<file path="src/rtl/core/nand_page_read_sequencer_core_assert.svh">
// Assertion macros shared by the sequencer RTL.
// Each macro samples on the rising edge of clk and is disabled while rst_n is low.
`ifndef NAND_PAGE_READ_SEQUENCER_CORE_ASSERT_SVH
`define NAND_PAGE_READ_SEQUENCER_CORE_ASSERT_SVH

// The consequent must hold in the same cycle as the antecedent.
`define NPRS_ASSERT_NOW(label, ante, cons, msg) \
    label: assert property (@(posedge clk) disable iff (!rst_n) (ante) |-> (cons)) \
        else $error(msg);

// The consequent must hold in the cycle after the antecedent.
`define NPRS_ASSERT_NEXT(label, ante, cons, msg) \
    label: assert property (@(posedge clk) disable iff (!rst_n) (ante) |=> (cons)) \
        else $error(msg);

`endif

</file>
<file path="src/rtl/core/nprs_pkg.sv">
`default_nettype none

package nprs_pkg;

    // Field widths of the request and result channels.
    localparam int REQ_TYPE_W   = 2;
    localparam int ADDR_W       = 29;
    localparam int COUNT_W      = 30;
    localparam int BYTE_W       = 8;
    localparam int KIND_W       = 3;

    // Large-page geometry.
    localparam int PAGE_BYTES   = 2048;
    localparam int PAGE_BITS    = $clog2(PAGE_BYTES);
    localparam int PAGES_W      = COUNT_W - PAGE_BITS;
    localparam int ROW_W        = ADDR_W - PAGE_BITS;

    // Size of the address space; larger counts are clipped to it.
    localparam logic [COUNT_W-1:0] ADDR_SPAN = COUNT_W'(1) << ADDR_W;

    // Longest burst of results one request can cause.
    localparam int MAX_RESULTS  = 8;
    localparam int CNT_W        = $clog2(MAX_RESULTS + 1);

    // Flash command opcodes.
    localparam logic [BYTE_W-1:0] CMD_READ         = 8'h00;
    localparam logic [BYTE_W-1:0] CMD_READ_CONFIRM = 8'h30;
    localparam logic [BYTE_W-1:0] CMD_RESET        = 8'hFF;

    typedef enum logic [REQ_TYPE_W-1:0] {
        REQ_READ  = 2'd0,
        REQ_RESET = 2'd1,
        REQ_READY = 2'd2,
        REQ_DATA  = 2'd3
    } req_kind_t;

    typedef enum logic [KIND_W-1:0] {
        KIND_SELECT   = 3'd0,
        KIND_CMD      = 3'd1,
        KIND_ADDR     = 3'd2,
        KIND_DATA     = 3'd3,
        KIND_DESELECT = 3'd4
    } cycle_kind_t;

    typedef enum logic [1:0] {
        PH_IDLE = 2'd0,
        PH_WAIT = 2'd1,
        PH_DATA = 2'd2
    } phase_t;

    typedef struct packed {
        cycle_kind_t         kind;
        logic [BYTE_W-1:0]   value;
    } bus_cycle_t;

endpackage

`default_nettype wire

</file>
<file path="src/rtl/core/nprs_req_if.sv">
`default_nettype none

interface nprs_req_if;
    import nprs_pkg::*;

    logic                    valid;
    logic                    ready;
    logic [REQ_TYPE_W-1:0]   req_type;
    logic [ADDR_W-1:0]       start_addr;
    logic [COUNT_W-1:0]      byte_count;
    logic                    flash_ready;
    logic [BYTE_W-1:0]       flash_byte;

    modport source (
        output valid, req_type, start_addr, byte_count, flash_ready, flash_byte,
        input  ready
    );

    modport sink (
        input  valid, req_type, start_addr, byte_count, flash_ready, flash_byte,
        output ready
    );
endinterface

`default_nettype wire

</file>
<file path="src/rtl/core/nprs_rsp_if.sv">
`default_nettype none

interface nprs_rsp_if;
    import nprs_pkg::*;

    logic                valid;
    logic                ready;
    logic [KIND_W-1:0]   cycle_kind;
    logic [BYTE_W-1:0]   bus_value;
    logic                last;

    modport source (
        output valid, cycle_kind, bus_value, last,
        input  ready
    );

    modport sink (
        input  valid, cycle_kind, bus_value, last,
        output ready
    );
endinterface

`default_nettype wire

</file>
<file path="src/rtl/core/nand_page_read_sequencer_core.sv">
`default_nettype none

// Large-page NAND read and reset sequencer. Each request on req (read, reset,
// ready sample or data byte) turns into zero to eight flash bus cycles on rsp:
// a read selects the chip and, for every 2048-byte page, issues 00h, five
// address bytes (column low, column high, row low, row middle, row top) and
// 30h, then waits for a ready sample and forwards the page's data bytes; after
// the last page it deselects. A reset request gives select and FFh, and the
// next ready sample gives deselect. Byte counts round up to whole pages and
// are clipped to the 2^29-byte space; a zero count gives select and deselect.
// Requests that do not fit the current phase, and ready samples that report
// busy, cause no bus cycle. The last flag marks the final bus cycle of each
// request. Timing: a request is registered on acceptance and processed once
// the result buffer is free, when its whole burst of bus cycles is loaded
// into that buffer; its front entry is on the bus. The buffer shifts out one
// bus cycle per cycle while rsp is ready, so requests that cause one bus
// cycle (the data stream) or none are taken at one per cycle, and a request
// that causes more holds later ones until its last bus cycle is taken. The
// input register lets one new request in while the result buffer is stalled.
module nand_page_read_sequencer_core (
    input  wire          clk,
    input  wire          rst_n,
    nprs_req_if.sink     req,
    nprs_rsp_if.source   rsp
);
    import nprs_pkg::*;

    // Input register. The page count is worked out on the way in so that a read's
    // end address needs only one add in processing.
    logic                   in_valid_reg;
    req_kind_t              in_kind_reg;
    logic [ADDR_W-1:0]      in_start_reg;
    logic [PAGES_W-1:0]     in_pages_reg;
    logic                   in_ready_reg;
    logic [BYTE_W-1:0]      in_byte_reg;

    logic [COUNT_W-1:0]     clipped_count;
    logic [PAGES_W-1:0]     req_pages;

    // Sequencer state.
    phase_t                 phase_reg;
    phase_t                 phase_next;
    logic                   resetting_reg;
    logic                   resetting_next;
    logic [ADDR_W-1:0]      page_address_reg;
    logic [ADDR_W-1:0]      page_address_next;
    logic [COUNT_W-1:0]     end_address_reg;
    logic [COUNT_W-1:0]     end_address_next;
    logic [PAGE_BITS-1:0]   bytes_in_page_reg;
    logic [PAGE_BITS-1:0]   bytes_in_page_next;

    // Result buffer: entry zero is on the bus, the rest shift down behind it.
    bus_cycle_t             burst_reg [MAX_RESULTS];
    bus_cycle_t             burst_next [MAX_RESULTS];
    logic [CNT_W-1:0]       burst_cnt_reg;
    logic [CNT_W-1:0]       burst_cnt_next;

    logic                   rsp_fire;
    logic                   burst_free;
    logic                   advance;

    logic [COUNT_W-1:0]     read_end;
    logic [COUNT_W-1:0]     next_page;
    logic [ADDR_W-1:0]      hdr_addr;
    logic                   use_hdr;
    logic [PAGE_BITS-1:0]   hdr_col;
    logic [ROW_W-1:0]       hdr_row;

    // Handshake.
    assign rsp_fire   = rsp.valid && rsp.ready;
    assign burst_free = (burst_cnt_reg == '0) || (rsp_fire && burst_cnt_reg == CNT_W'(1));
    assign advance    = in_valid_reg && burst_free;
    assign req.ready  = !in_valid_reg || advance;

    assign rsp.valid      = (burst_cnt_reg != '0);
    assign rsp.cycle_kind = burst_reg[0].kind;
    assign rsp.bus_value  = burst_reg[0].value;
    assign rsp.last       = (burst_cnt_reg == CNT_W'(1));

    // Counts beyond the address space are clipped, then rounded up to pages.
    assign clipped_count = (req.byte_count > ADDR_SPAN) ? ADDR_SPAN : req.byte_count;
    assign req_pages     = clipped_count[COUNT_W-1:PAGE_BITS]
                         + PAGES_W'(|clipped_count[PAGE_BITS-1:0]);

    always_ff @(posedge clk or negedge rst_n)
    begin
        if (!rst_n)
        begin
            in_valid_reg <= 1'b0;
        end
        else if (req.ready)
        begin
            in_valid_reg <= req.valid;
        end
    end

    always_ff @(posedge clk)
    begin
        if (req.valid && req.ready)
        begin
            in_kind_reg  <= req_kind_t'(req.req_type);
            in_start_reg <= req.start_addr;
            in_pages_reg <= req_pages;
            in_ready_reg <= req.flash_ready;
            in_byte_reg  <= req.flash_byte;
        end
    end

    // Address arithmetic: the end of a read and the start of the next page.
    assign read_end  = {1'b0, in_start_reg} + {in_pages_reg, {PAGE_BITS{1'b0}}};
    assign next_page = {1'b0, page_address_reg} + COUNT_W'(PAGE_BYTES);

    assign hdr_col = hdr_addr[PAGE_BITS-1:0];
    assign hdr_row = hdr_addr[ADDR_W-1:PAGE_BITS];

    always_comb
    begin
        phase_next         = phase_reg;
        resetting_next     = resetting_reg;
        page_address_next  = page_address_reg;
        end_address_next   = end_address_reg;
        bytes_in_page_next = bytes_in_page_reg;
        hdr_addr           = in_start_reg;
        use_hdr            = 1'b0;

        // Default is to shift the buffer when the bus takes its front entry.
        for (int i = 0; i < MAX_RESULTS; i++)
        begin
            if (i + 1 < MAX_RESULTS)
            begin
                burst_next[i] = rsp_fire ? burst_reg[i + 1] : burst_reg[i];
            end
            else
            begin
                burst_next[i] = burst_reg[i];
            end
        end
        burst_cnt_next = rsp_fire ? burst_cnt_reg - CNT_W'(1) : burst_cnt_reg;

        if (advance)
        begin
            burst_cnt_next = '0;
            case (in_kind_reg)
                REQ_READ:
                begin
                    if (phase_reg == PH_IDLE)
                    begin
                        burst_next[0] = '{kind: KIND_SELECT, value: '0};
                        if (in_pages_reg == '0)
                        begin
                            burst_next[1]  = '{kind: KIND_DESELECT, value: '0};
                            burst_cnt_next = CNT_W'(2);
                        end
                        else
                        begin
                            page_address_next  = in_start_reg;
                            end_address_next   = read_end;
                            bytes_in_page_next = '0;
                            resetting_next     = 1'b0;
                            hdr_addr           = in_start_reg;
                            use_hdr            = 1'b1;
                            burst_cnt_next     = CNT_W'(MAX_RESULTS);
                            phase_next         = PH_WAIT;
                        end
                    end
                end
                REQ_RESET:
                begin
                    if (phase_reg == PH_IDLE)
                    begin
                        burst_next[0]  = '{kind: KIND_SELECT, value: '0};
                        burst_next[1]  = '{kind: KIND_CMD, value: CMD_RESET};
                        burst_cnt_next = CNT_W'(2);
                        resetting_next = 1'b1;
                        phase_next     = PH_WAIT;
                    end
                end
                REQ_READY:
                begin
                    if (phase_reg == PH_WAIT && in_ready_reg)
                    begin
                        if (resetting_reg)
                        begin
                            burst_next[0]  = '{kind: KIND_DESELECT, value: '0};
                            burst_cnt_next = CNT_W'(1);
                            resetting_next = 1'b0;
                            phase_next     = PH_IDLE;
                        end
                        else
                        begin
                            bytes_in_page_next = '0;
                            phase_next         = PH_DATA;
                        end
                    end
                end
                REQ_DATA:
                begin
                    if (phase_reg == PH_DATA)
                    begin
                        burst_next[0]      = '{kind: KIND_DATA, value: in_byte_reg};
                        burst_cnt_next     = CNT_W'(1);
                        bytes_in_page_next = bytes_in_page_reg + PAGE_BITS'(1);
                        // Last byte of a page: finish the read or open the next page.
                        if (&bytes_in_page_reg)
                        begin
                            bytes_in_page_next = '0;
                            if (next_page >= end_address_reg)
                            begin
                                burst_next[1]  = '{kind: KIND_DESELECT, value: '0};
                                burst_cnt_next = CNT_W'(2);
                                phase_next     = PH_IDLE;
                            end
                            else
                            begin
                                // Past the top of the address space both the page
                                // and the end wrap down together.
                                if (next_page[ADDR_W])
                                begin
                                    end_address_next = {1'b0, end_address_reg[ADDR_W-1:0]};
                                end
                                page_address_next = next_page[ADDR_W-1:0];
                                hdr_addr          = next_page[ADDR_W-1:0];
                                use_hdr           = 1'b1;
                                burst_cnt_next    = CNT_W'(MAX_RESULTS);
                                phase_next        = PH_WAIT;
                            end
                        end
                    end
                end
                default:
                begin
                    burst_cnt_next = '0;
                end
            endcase

            // The page header always follows one leading bus cycle.
            if (use_hdr)
            begin
                burst_next[1] = '{kind: KIND_CMD,  value: CMD_READ};
                burst_next[2] = '{kind: KIND_ADDR, value: hdr_col[7:0]};
                burst_next[3] = '{kind: KIND_ADDR,
                                  value: BYTE_W'(hdr_col[PAGE_BITS-1:8])};
                burst_next[4] = '{kind: KIND_ADDR, value: hdr_row[7:0]};
                burst_next[5] = '{kind: KIND_ADDR, value: hdr_row[15:8]};
                burst_next[6] = '{kind: KIND_ADDR,
                                  value: BYTE_W'(hdr_row[ROW_W-1:16])};
                burst_next[7] = '{kind: KIND_CMD,  value: CMD_READ_CONFIRM};
            end
        end
    end

    always_ff @(posedge clk or negedge rst_n)
    begin
        if (!rst_n)
        begin
            phase_reg         <= PH_IDLE;
            resetting_reg     <= 1'b0;
            page_address_reg  <= '0;
            end_address_reg   <= '0;
            bytes_in_page_reg <= '0;
            burst_cnt_reg     <= '0;
        end
        else
        begin
            phase_reg         <= phase_next;
            resetting_reg     <= resetting_next;
            page_address_reg  <= page_address_next;
            end_address_reg   <= end_address_next;
            bytes_in_page_reg <= bytes_in_page_next;
            burst_cnt_reg     <= burst_cnt_next;
        end
    end

    always_ff @(posedge clk)
    begin
        for (int i = 0; i < MAX_RESULTS; i++)
        begin
            burst_reg[i] <= burst_next[i];
        end
    end

`include "nand_page_read_sequencer_core_assert.svh"

    // A burst is never cut short: a stalled or taken non-final entry is followed
    // by another valid entry.
    `NPRS_ASSERT_NEXT(a_burst_continues, rsp.valid && !rsp.last, rsp.valid, "burst cut short")

    // Data is only streamed for reads, never during a reset wait.
    `NPRS_ASSERT_NOW(a_data_not_reset, phase_reg == PH_DATA, !resetting_reg,
        "data phase while resetting")

    // While a read is open the current page lies below the end address.
    `NPRS_ASSERT_NOW(a_page_below_end, phase_reg != PH_IDLE && !resetting_reg,
        ({1'b0, page_address_reg} < end_address_reg), "page address past end")

    // The input side only stalls when the input register holds a request.
    `NPRS_ASSERT_NOW(a_stall_has_item, !req.ready, in_valid_reg, "stall with empty register")

endmodule

`default_nettype wire
</file>
<file path="src/flat_wrapper.sv">
// flat-port wrapper written by rule: the top's interface ports become plain ports
module nand_page_read_sequencer_core_flat import nprs_pkg::*;
  (clk, rst_n, req_valid, req_req_type, req_start_addr, req_byte_count, req_flash_ready, req_flash_byte, req_ready, rsp_valid, rsp_cycle_kind, rsp_bus_value, rsp_last, rsp_ready);
  nprs_req_if req_i ();
  nprs_rsp_if rsp_i ();
  input  wire clk;
  input  wire rst_n;
  input wire logic [$bits(req_i.valid)-1:0] req_valid;
  input wire logic [$bits(req_i.req_type)-1:0] req_req_type;
  input wire logic [$bits(req_i.start_addr)-1:0] req_start_addr;
  input wire logic [$bits(req_i.byte_count)-1:0] req_byte_count;
  input wire logic [$bits(req_i.flash_ready)-1:0] req_flash_ready;
  input wire logic [$bits(req_i.flash_byte)-1:0] req_flash_byte;
  output wire logic [$bits(req_i.ready)-1:0] req_ready;
  output wire logic [$bits(rsp_i.valid)-1:0] rsp_valid;
  output wire logic [$bits(rsp_i.cycle_kind)-1:0] rsp_cycle_kind;
  output wire logic [$bits(rsp_i.bus_value)-1:0] rsp_bus_value;
  output wire logic [$bits(rsp_i.last)-1:0] rsp_last;
  input wire logic [$bits(rsp_i.ready)-1:0] rsp_ready;
  assign req_i.valid = req_valid;
  assign req_i.req_type = req_req_type;
  assign req_i.start_addr = req_start_addr;
  assign req_i.byte_count = req_byte_count;
  assign req_i.flash_ready = req_flash_ready;
  assign req_i.flash_byte = req_flash_byte;
  assign req_ready = req_i.ready;
  assign rsp_valid = rsp_i.valid;
  assign rsp_cycle_kind = rsp_i.cycle_kind;
  assign rsp_bus_value = rsp_i.bus_value;
  assign rsp_last = rsp_i.last;
  assign rsp_i.ready = rsp_ready;
  nand_page_read_sequencer_core u_core (.clk(clk), .rst_n(rst_n), .req(req_i), .rsp(rsp_i));
endmodule
</file>
<file path="config.mk">
export PLATFORM = sky130hd
export DESIGN_NAME = nand_page_read_sequencer_core_flat
export DESIGN_NICKNAME = d
export VERILOG_FILES = /design/src/rtl/core/nprs_pkg.sv /design/src/rtl/core/nprs_req_if.sv /design/src/rtl/core/nprs_rsp_if.sv /design/src/rtl/core/nand_page_read_sequencer_core.sv /design/src/flat_wrapper.sv
export VERILOG_INCLUDE_DIRS = /design/src /design/src/rtl/core
export SDC_FILE = /design/constraint.sdc
export NUM_CORES = 1
export LEC_CHECK = 0
export BUFFER_PORTS_ARGS = -buffer_cell sky130_fd_sc_hd__buf_2
export CELL_PAD_IN_SITES_DETAIL_PLACEMENT = 0
export CELL_PAD_IN_SITES_GLOBAL_PLACEMENT = 1
export CORE_MARGIN = 2
export CORE_UTILIZATION = 51
export DETAILED_ROUTE_END_ITERATION = 8
export GPL_TIMING_DRIVEN = 0
export PLACE_DENSITY = 0.84
export SKIP_CTS_REPAIR_TIMING = 1
export SYNTH_ARGS = -nofsm -noshare
export SYNTH_HDL_FRONTEND = slang
export SYNTH_SLANG_ARGS = --single-unit
export TNS_END_PERCENT = 30
</file>
<file path="constraint.sdc">
create_clock -name clk -period 7.9 [get_ports clk]
set_input_delay 0.79 -clock clk [delete_from_list [all_inputs] [get_ports clk]]
set_output_delay 0.79 -clock clk [all_outputs]
set_load 0.01 [all_outputs]
</file>
# Word-level counts from Yosys, hierarchy flattened
# Memory sizes are Yosys's and may differ from the RTL's.
# Index checks and enable logic that the tools add are counted.
# totals
mem_bits_rw	88
out_inout_bits	14
in_bits	74
mem_count	1
word_cells	139
regBits	137
# mem_list
memory	depth	word_bits	rd	rd_ports_with_merged_regs	wr	line_no	rtl
u_core.burst_reg	8	11	8	0	8	nand_page_read_sequencer_core.sv:53	bus_cycle_t burst_reg [MAX_RESULTS];
# classes
n_lt_le_gt_ge	2
n_reduce_logical	25
addsub	5
muxes	76
bitwise	2
eq_ne	15
# op_table
cell	n
$mux 29	9
$mux 30	7
$mux 11	18
$mux 88	1
$mux 77	1
$mux 22	3
$pmux 11 s3	2
$pmux 30 s2	1
$pmux 29 s2	1
$pmux 11 s4	1
$mux 4	8
$add 29x12->30 const B	1
$add 29x30->30	1
$ge 30x30->1	1
$gt 30x30->1 const B	1
$reduce_and 7->1	3
$add 19x1->19	1
$logic_not 19->1	1
$mux 2	8
$pmux 4 s4	1
$mux 1	12
$ne 2x1->1 const B	6
$add 11x1->11 const B	1
$reduce_and 11->1	1
21 further kinds	35

# Logic depth before layout (Yosys ltp)
# Gate-level depths: netlist (run 1).
# logic_depth
ltp_word	9
ltp_mapped	17
ltp_nobuf	15

# Worst setup path before layout (run 1)
# Ideal clock, no wire load.
# synth_path
kind	register to register
from	reg u_core.page_address_reg[11]
to	reg u_core.page_address_reg[26]
t_arrival_ns	3.405
path_slack_ns	4.368
stages_incl_launch_ff	17
setup_time_ns	0.128
required_ns	7.772
n_path_buf	1
synth_period_minus_slack_ns	3.532
path_cell_list	dfrtp_1 ha_1 nand3_1 nor3_1 nand3_1 nor2b_1 xnor2_1 inv_1 ha_1 nand4_1 nor3_1 o211ai_1 a21oi_2 nor2_2 o21ai_2 buf_6 mux2_1
# synth_between
elab_chain_cells	5
elab_cells_between_ends	8
classes_between	1 x add/sub; 1 x order compare; 1 x eq/ne; 4 x mux; 1 x reduce/logical
# synth_rtl
element	line_no	rtl
from (decl)	nand_page_read_sequencer_core.sv:45	logic [ADDR_W-1:0] page_address_reg;
from (signal assigned)	nand_page_read_sequencer_core.sv:267	page_address_reg <= page_address_next;
$add 29x12->30 (*)	nand_page_read_sequencer_core.sv:111	assign next_page = {1'b0, page_address_reg} + COUNT_W'(PAGE_BYTES);
parallel branches: the longest is 4 deep, another holds $ge 30x30->1	--	
# Mark *: on every way between the ends. The select of a mux whose other input is x is not followed.
# A chain may end at the register's enable or synchronous reset.

==> metrics.yaml, run 1 <==
timing:
  fmax_mhz: 202
  relSlewSlack_pct: 35.4
  tightest_slew_ns: 0.969
  finalHoldViolCount: 0
  finalCritPeriodShare_pct: 62.7
  setup_viol: 0
  skew_ns: 0.0129
  rsz0062_at_grt: "no"
  setup-tns-final_ns: 0
  layout_setup_ws_ns: 2.95
  drv_slew: 0
  min_period_ns: 4.95
critical_path:
  crit_required_ns: 8.34
  cp_slowest_cell: "dfrtp_1"
  crit_top_cell: "nand3_1"
  worstPathMaxFanout: 10
  critical-path-top-delay-family: "simple AND/OR/NAND/NOR gates"
  worst_path_largest_cell_delay_ns: 0.45
  path_class: "register to register"
  worst-path-buf-inv: 2
  critPathLaunchType: "register"
  crit_chain: "ha_1 > nand3_1 > nor3_1 > nand3_1 > nor2b_1 > xnor2_1 > inv_1 > ha_1 > nand4_1 > nor3_1 > nand2_1 > and4_1 > nand3_1 > clkbuf_1 > o22ai_1 > a32oi_1"
  r2r_slack_ns: 2.95
  endpoint_kind: "register"
  arrival_ns: 5.39
floorplanning:
  ios: 88
  initial_core_util_pct: 52.2
  fp.coreArea_um2: 22000
  fp.dieW_um: 154
  fp.dieH_um: 154
  die-area_um2: 23700
  rows: 54
grt:
  use_met3_pct: 4.17
  grtUsageMet1_pct: 35.5
  gr-usage-all-layers_pct: 25.7
  grt_overflow: 0
  antenna_found_initial: 0
  grt_pass1_vias: 9074
  grt_pass1_wl_um: 48700
  top_usage_layer: "met2"
  grt_max_degree: 62
  use_met2_pct: 40.4
drt:
  avgViaCountPerCell: 5.82
  num_vias: 9325
  drc_errors: 0
  ant_nets: 0
  wire_per_inst_um: 18.7
  wl_um: 30000
  firstDrtPassIters: 7
  drt-initial-drc-count: 701
power_and_ir_drop:
  clock_power_share_pct: 23.5
  power_density_nw_per_um2: 358
  switching_share_pct: 38.3
  leakagePower_uw: 0.00538
  ir_drop_uv: 170
  share_seq_of_total_power_pct: 36.8
  power.switching_uw: 1790
  comb_power_share_pct: 39.7
  intPower_uw: 2890
logic_synthesis:
  yosys_warnings: 0
  synth_nets: 1323
  synth_edf_count: 59
  synth_ff_type: "dfrtp_1"
  synth_seq_area_share_pct: 45.9
  netlist_area_um2: 11500
  ys_ff_latch: 214
  avgSynthCellArea_um2: 9.65
  async_flop_share_pct: 36.4
  synthDistinctLibCells: 80
  synthesis.instances: 1188
cts:
  root_buffer: "clkbuf_16"
  cts_buffer_depth: 3
  cts-htree-levels: 1
  cts.sinks: 214
  cts_tree: "done"
  clk_pin_slew_worst_paths_ns: 0.07
  insertion_delay_ns: 0.52
  cts_buffers: 24
run_status:
  status: "complete, no violations"
place:
  pre_cts_ws_ns: 3.13
  numPortBuffers: 87
  dp_cells: 1557
  hpwl_um: 22400
  place_congestion: 0.920
cells_and_area:
  fillers: 1959
  final_cell_mix: "nand2_1 (168), buf_2 (94), nor2_1 (80), dfrtp_1 (78), dfxtp_1 (77)"
  final_common_cell: "nand2_1"
  drive_above_1_share_pct: 14.2
  n_antenna_cell: 0
  layout.nets: 1438
  fin_cells: 1601
  syn_to_final_growth_pct: 14.1
  largest_reg_flops: 77
worst_hold_path:
  hold_path_class: "input pin to async pin"
flow_run:
  drv_cap: 0
==> worst reg2reg max path: cells and delay by family, from the launching register on <==
| family | cells | cell delay [ns] |
|---|---|---|
| simple gates | 9 | 2.58 |
| xor+xnor | 1 | 0.18 |
| flops | 1 | 0.45 |
| compound gates | 2 | 0.56 |
| buf+inv | 2 | 0.53 |
| fa+ha+maj | 2 | 0.56 |
==> per-layer routing <==
metal | vias to the layer above | share of wire, %
met4 | 0 | 4.5
li1 | 4554 | -
met5 | - | 0
met2 | 273 | 44
met3 | 73 | 5.1
met1 | 4425 | 46
==> worst paths after layout <==
kind | start | endpoint | cells after the start
worst max-delay path | u_core.page_address_reg[11] | u_core.burst_reg[0][27] | 16
worst min-delay path | rst_n | u_core.resetting_reg | 1
worst max register to register | u_core.page_address_reg[11] | u_core.burst_reg[0][27] | 16
worst min register to register | u_core.burst_reg[1][31] | u_core.burst_reg[1][31] | 2
max in group asynchronous | rst_n | u_core.page_address_reg[27] | 2
min in group clk | u_core.burst_reg[1][31] | u_core.burst_reg[1][31] | 2
==> synth_stat cells (32+ instances only) <==
cell type  count  area [um^2]
clkbuf_1      34          128
edfxtp_1      59         1770
a21oi_1       55          275
dfrtp_1       78         1950
nand3_1       35          175
nor2_1        80          300
dfxtp_1       77         1540
o22ai_1       32          200
mux2i_1       38          380
o21ai_0       67          335
ha_1          60          751
inv_1         51          191
nand2_1      168          631
==> area by class of cell <==
| class | count | area (um^2) | area share (%) |
|---|---|---|---|
| plain buffers | 65 | 340 | 2.60 |
| clock buffers | 38 | 716 | 5.47 |
| clock inverters | 6 | 57.6 | 0.440 |
| inverters | 51 | 191 | 1.46 |
| multi-input cells | 858 | 5680 | 43.4 |
| flip-flops and latches | 214 | 5270 | 40.2 |
| well taps | 280 | 350 | 2.68 |
| repair buffers | 89 | 485 | 3.71 |
==> metrics by stage <==
step | hold WS (ns) | power [uW] | instance area, um^2 | util, %
floorplan | 0.418 | 3050 | 11500 | -
global placement | 0.431 | 3530 | 12300 | 55.8
detailed placement | 0.433 | 3580 | 12300 | 56.1
CTS | 0.144 | 4690 | 13100 | 59.6
global route | 0.157 | 5020 | 13100 | 59.6
finish | 0.148 | 4680 | 13100 | 59.6
==> power by group through the flow <==
stage                     registers, uW  clock network, uW  logic (uW)
final                              1730               1100        1860
after global routing               1770               1160        2090
after CTS                          1720               1120        1850
after detailed placement           1740                  0        1840
after global placement             1740                  0        1790
after floorplan                    1660                  0        1390
==> cells by family (layout without fill, tap and decap cells) <==
group	after synthesis	in the layout	synth area share (%)
AND/OR/NAND/NOR	406	406	16.7
XOR/XNOR	46	46	3.51
buffers and inverters	116	249	4.64
flip-flops	214	214	45.9
adder cells (fa/ha/maj)	61	61	6.72
multiplexers	56	56	5.35
AO/OA/AOI/OAI	289	289	17.1
(Power assumes the default switching activity.)
==> run 2, diff against run 1 <==
--- a/config.mk
+++ b/config.mk
@@ -6,14 +6,15 @@
 export SDC_FILE = /design/constraint.sdc
 export NUM_CORES = 1
 export LEC_CHECK = 0
+export ABC_AREA = 1
 export BUFFER_PORTS_ARGS = -buffer_cell sky130_fd_sc_hd__buf_2
 export CELL_PAD_IN_SITES_DETAIL_PLACEMENT = 0
 export CELL_PAD_IN_SITES_GLOBAL_PLACEMENT = 1
 export CORE_MARGIN = 2
-export CORE_UTILIZATION = 51
+export CORE_UTILIZATION = 41
 export DETAILED_ROUTE_END_ITERATION = 8
 export GPL_TIMING_DRIVEN = 0
-export PLACE_DENSITY = 0.84
+export PLACE_DENSITY = 0.75
 export SKIP_CTS_REPAIR_TIMING = 1
 export SYNTH_ARGS = -nofsm -noshare
 export SYNTH_HDL_FRONTEND = slang
==> constraint.sdc (replaced) <==
create_clock -name clk -period 4.4 [get_ports clk]
set_input_delay 0.44 -clock clk [delete_from_list [all_inputs] [get_ports clk]]
set_output_delay 0.44 -clock clk [all_outputs]
set_load 0.01 [all_outputs]
==> run 2 against run 1 <==
Count of clock-buffer cells in the layout fell by 3. Core utilization shrank 12 points. First-iteration DRC count decreased by 11%. Synthesized cell count is 33% higher. Setup slack worse by 2.6 ns. Critical path depth up 9. Wire length is 11% higher. Global-route usage is 3.7 points lower. Fmax rose by 23%. Hold slack worse by 0.066 ns.
==> metrics.yaml, run 2 <==
power_and_ir_drop:
  share_seq_of_total_power_pct: 37.8  # +1.0 points
  comb_power_share_pct: 36.7  # -3.0 points
  clock_power_share_pct: 25.5  # +2.0 points
  power_density_nw_per_um2: 596  # +66%
  leakagePower_uw: 0.00688  # +28%
  power.switching_uw: 3190  # +78%
  intPower_uw: 5200  # +80%
  ir_drop_uv: 320  # +88%
  switching_share_pct: 38.0  # -0.29 points
logic_synthesis:
  async_flop_share_pct: 36.4  # unchanged
  yosys-top-cells-area: "dfrtp_1 (16%), edfxtp_1 (15%), dfxtp_1 (13%)"
  yosys_warnings: 0  # unchanged
  synth_edf_count: 59  # unchanged
  synth_largest_area_cell: "dfrtp_1"
  ys_ff_latch: 214  # unchanged
  synth_ff_type: "dfrtp_1"
  synthesis.instances: 1579  # +33%
  synthDistinctLibCells: 45  # -44%
  netlist_area_um2: 12200  # +6.1%
  synth_commonest_cells: "nand2_1 (397), inv_1 (233), o21ai_0 (156)"
  synth_top_cell_area_share_pct: 16.0  # -0.98 points
  avgSynthCellArea_um2: 7.71  # -20%
  post-synth-top-count-cell: "nand2_1"
  synth_nets: 1714  # +30%
  synth_seq_area_share_pct: 43.3  # -2.6 points
cts:
  cts.sinks: 214  # unchanged
  cts_buffer_depth: 3  # unchanged
  cts-htree-levels: 1  # unchanged
  root_buffer: "clkbuf_16"
  insertion_delay_ns: 0.53  # about the same
  cts_buffers: 25  # +4.2%
  clk_pin_slew_worst_paths_ns: 0.06  # about the same
  cts_tree: "done"
grt:
  grt_max_degree: 60  # -3.2%
  gr-usage-all-layers_pct: 21.9  # -3.7 points
  grt_overflow: 0  # unchanged
  antenna_found_initial: 0  # unchanged
  grt_pass1_wl_um: 53700  # +10%
  grt_pass1_vias: 10100  # +11%
floorplanning:
  fp.dieH_um: 176  # +15%
  fp.coreArea_um2: 29400  # +34%
  ios: 88  # unchanged
  fp.dieW_um: 176  # +15%
  initial_core_util_pct: 41.4  # -11 points
  rows: 63  # +17%
  die-area_um2: 31100  # +31%
timing:
  rsz0062_at_grt: "no"
  setup-tns-final_ns: 0  # unchanged
  drv_slew: 0  # unchanged
  skew_ns: 0.0212  # +0.00828 ns
  relSlewSlack_pct: 34.2  # -1.2 points
  setup_viol: 0  # unchanged
  min_period_ns: 4.02  # -0.926 ns
  tightest_slew_ns: 0.987  # +0.0179 ns
  layout_setup_ws_ns: 0.375  # -2.57 ns
  finalHoldViolCount: 0  # unchanged
  hold_slack_ns: 0.0822  # -0.0662 ns
  finalCritPeriodShare_pct: 91.5  # +29 points
  fmax_mhz: 248  # +23%
drt:
  drt-initial-drc-count: 621  # -11%
  wl_um: 33400  # +11%
  drc_errors: 0  # unchanged
  wire_per_inst_um: 15.8  # -15%
  avgViaCountPerCell: 4.96  # -15%
  ant_nets: 0  # unchanged
  num_vias: 10400  # +12%
  firstDrtPassIters: 5  # -2
place:
  hpwl_um: 25700  # +15%
  place_congestion: 0.873  # -5.1%
  numPortBuffers: 87  # unchanged
  pre_cts_ws_ns: 0.0439  # -3.09 ns
  dp_cells: 2058  # +32%
cells_and_area:
  layout.nets: 1833  # +27%
  drive_above_1_share_pct: 11.8  # -2.4 points
  n_antenna_cell: 0  # unchanged
  final_common_cell: "nand2_1"
  syn_to_final_growth_pct: 15.7
  fillers: 2958  # +51%
  largest_reg_flops: 77  # unchanged
  fin_cells: 2106  # +32%
  final_cell_mix: "nand2_1 (397), inv_1 (232), o21ai_0 (152), nor2_1 (135), buf_2 (100)"
critical_path:
  path_class: "register to register"
  worst_path_largest_cell_delay_ns: 0.47  # +0.02 ns
  cp_slowest_cell: "dfrtp_1"
  crit_required_ns: 4.84  # -3.50 ns
  worstPathMaxFanout: 10  # unchanged
  crit_top_cell: "nand2_1"
  critPathLaunchType: "register"
  arrival_ns: 4.47  # -0.92 ns
  endpoint_kind: "register"
run_status:
  status: "complete, no violations"
flow_run:
  drv_cap: 0  # unchanged
worst_hold_path:
  hold_path_class: "input pin to register"
## run 2: power by group through the flow
stage / Clock, uW / Combinational (uW) / Sequential (uW)
after floorplan: 0 / 2270 / 3050
after global routing: 2260 / 3560 / 3250
after detailed placement: 0 / 3050 / 3200
after global placement: 0 / 2980 / 3200
after CTS: 2180 / 3070 / 3170
final: 2140 / 3080 / 3170
## run 2: stage by stage
stage | cell area (um^2) | util [%] | total power [uW]
CTS | 14000 | 47.6 | 8420
finish | 14100 | 47.9 | 8390
global route | 14100 | 47.9 | 9070
global placement | 13100 | 44.5 | 6190
detailed placement | 13100 | 44.7 | 6250
floorplan | 12200 | - | 5320
## run 2: layout make-up
cell class	instances	area (um^2)	area share, %
well taps	390	488	3.47
clock buffers	35	754	5.36
flip-flops and latches	214	5270	37.4
repair buffers	92	536	3.80
inverters	238	895	6.35
plain buffers	56	300	2.13
clock inverters	10	109	0.773
multi-input cells	1071	5730	40.7
## run 2: worst paths after layout
kind,from,to,slack (ns),cells after the start
setup / recovery,u_core.page_address_reg[11],u_core.burst_reg[1][1],0.38,25
hold / removal,req_start_addr[13],u_core.in_start_reg[13],0.08,1
setup reg to reg,u_core.page_address_reg[11],u_core.burst_reg[1][1],0.38,25
hold reg to reg,u_core.burst_reg[1][32],u_core.burst_reg[1][32],0.46,2
max in group asynchronous,rst_n,u_core.burst_cnt_reg[2],3.41,3
min in group asynchronous,rst_n,u_core.end_address_reg[13],0.35,2
## run 2: kinds of logic after synthesis
family / synth area share (%)
multiplexers: 2.71
flip-flops: 43.3
AND/OR/NAND/NOR: 23.0
XOR/XNOR: 2.66
buffers and inverters: 9.78
adder cells (fa/ha/maj): 6.33
AO/OA/AOI/OAI: 12.3
## run 2: worst max-delay path, delay by kind of cell (launching register included)
family,cells,cell delay (ns)
simple gates,18,2.25
buf+inv,3,0.60
flops,1,0.47
compound gates,2,0.26
fa+ha+maj,2,0.35
## run 2: layer usage
metal  routed length (um)  GRT usage [%]  vias up
met1                15700           30.7     4799
met2                14900           35.2      242
met5                    0              0        -
li1                     -              -     5338
met3                 1790           3.14       60
met4                  992           6.61        0
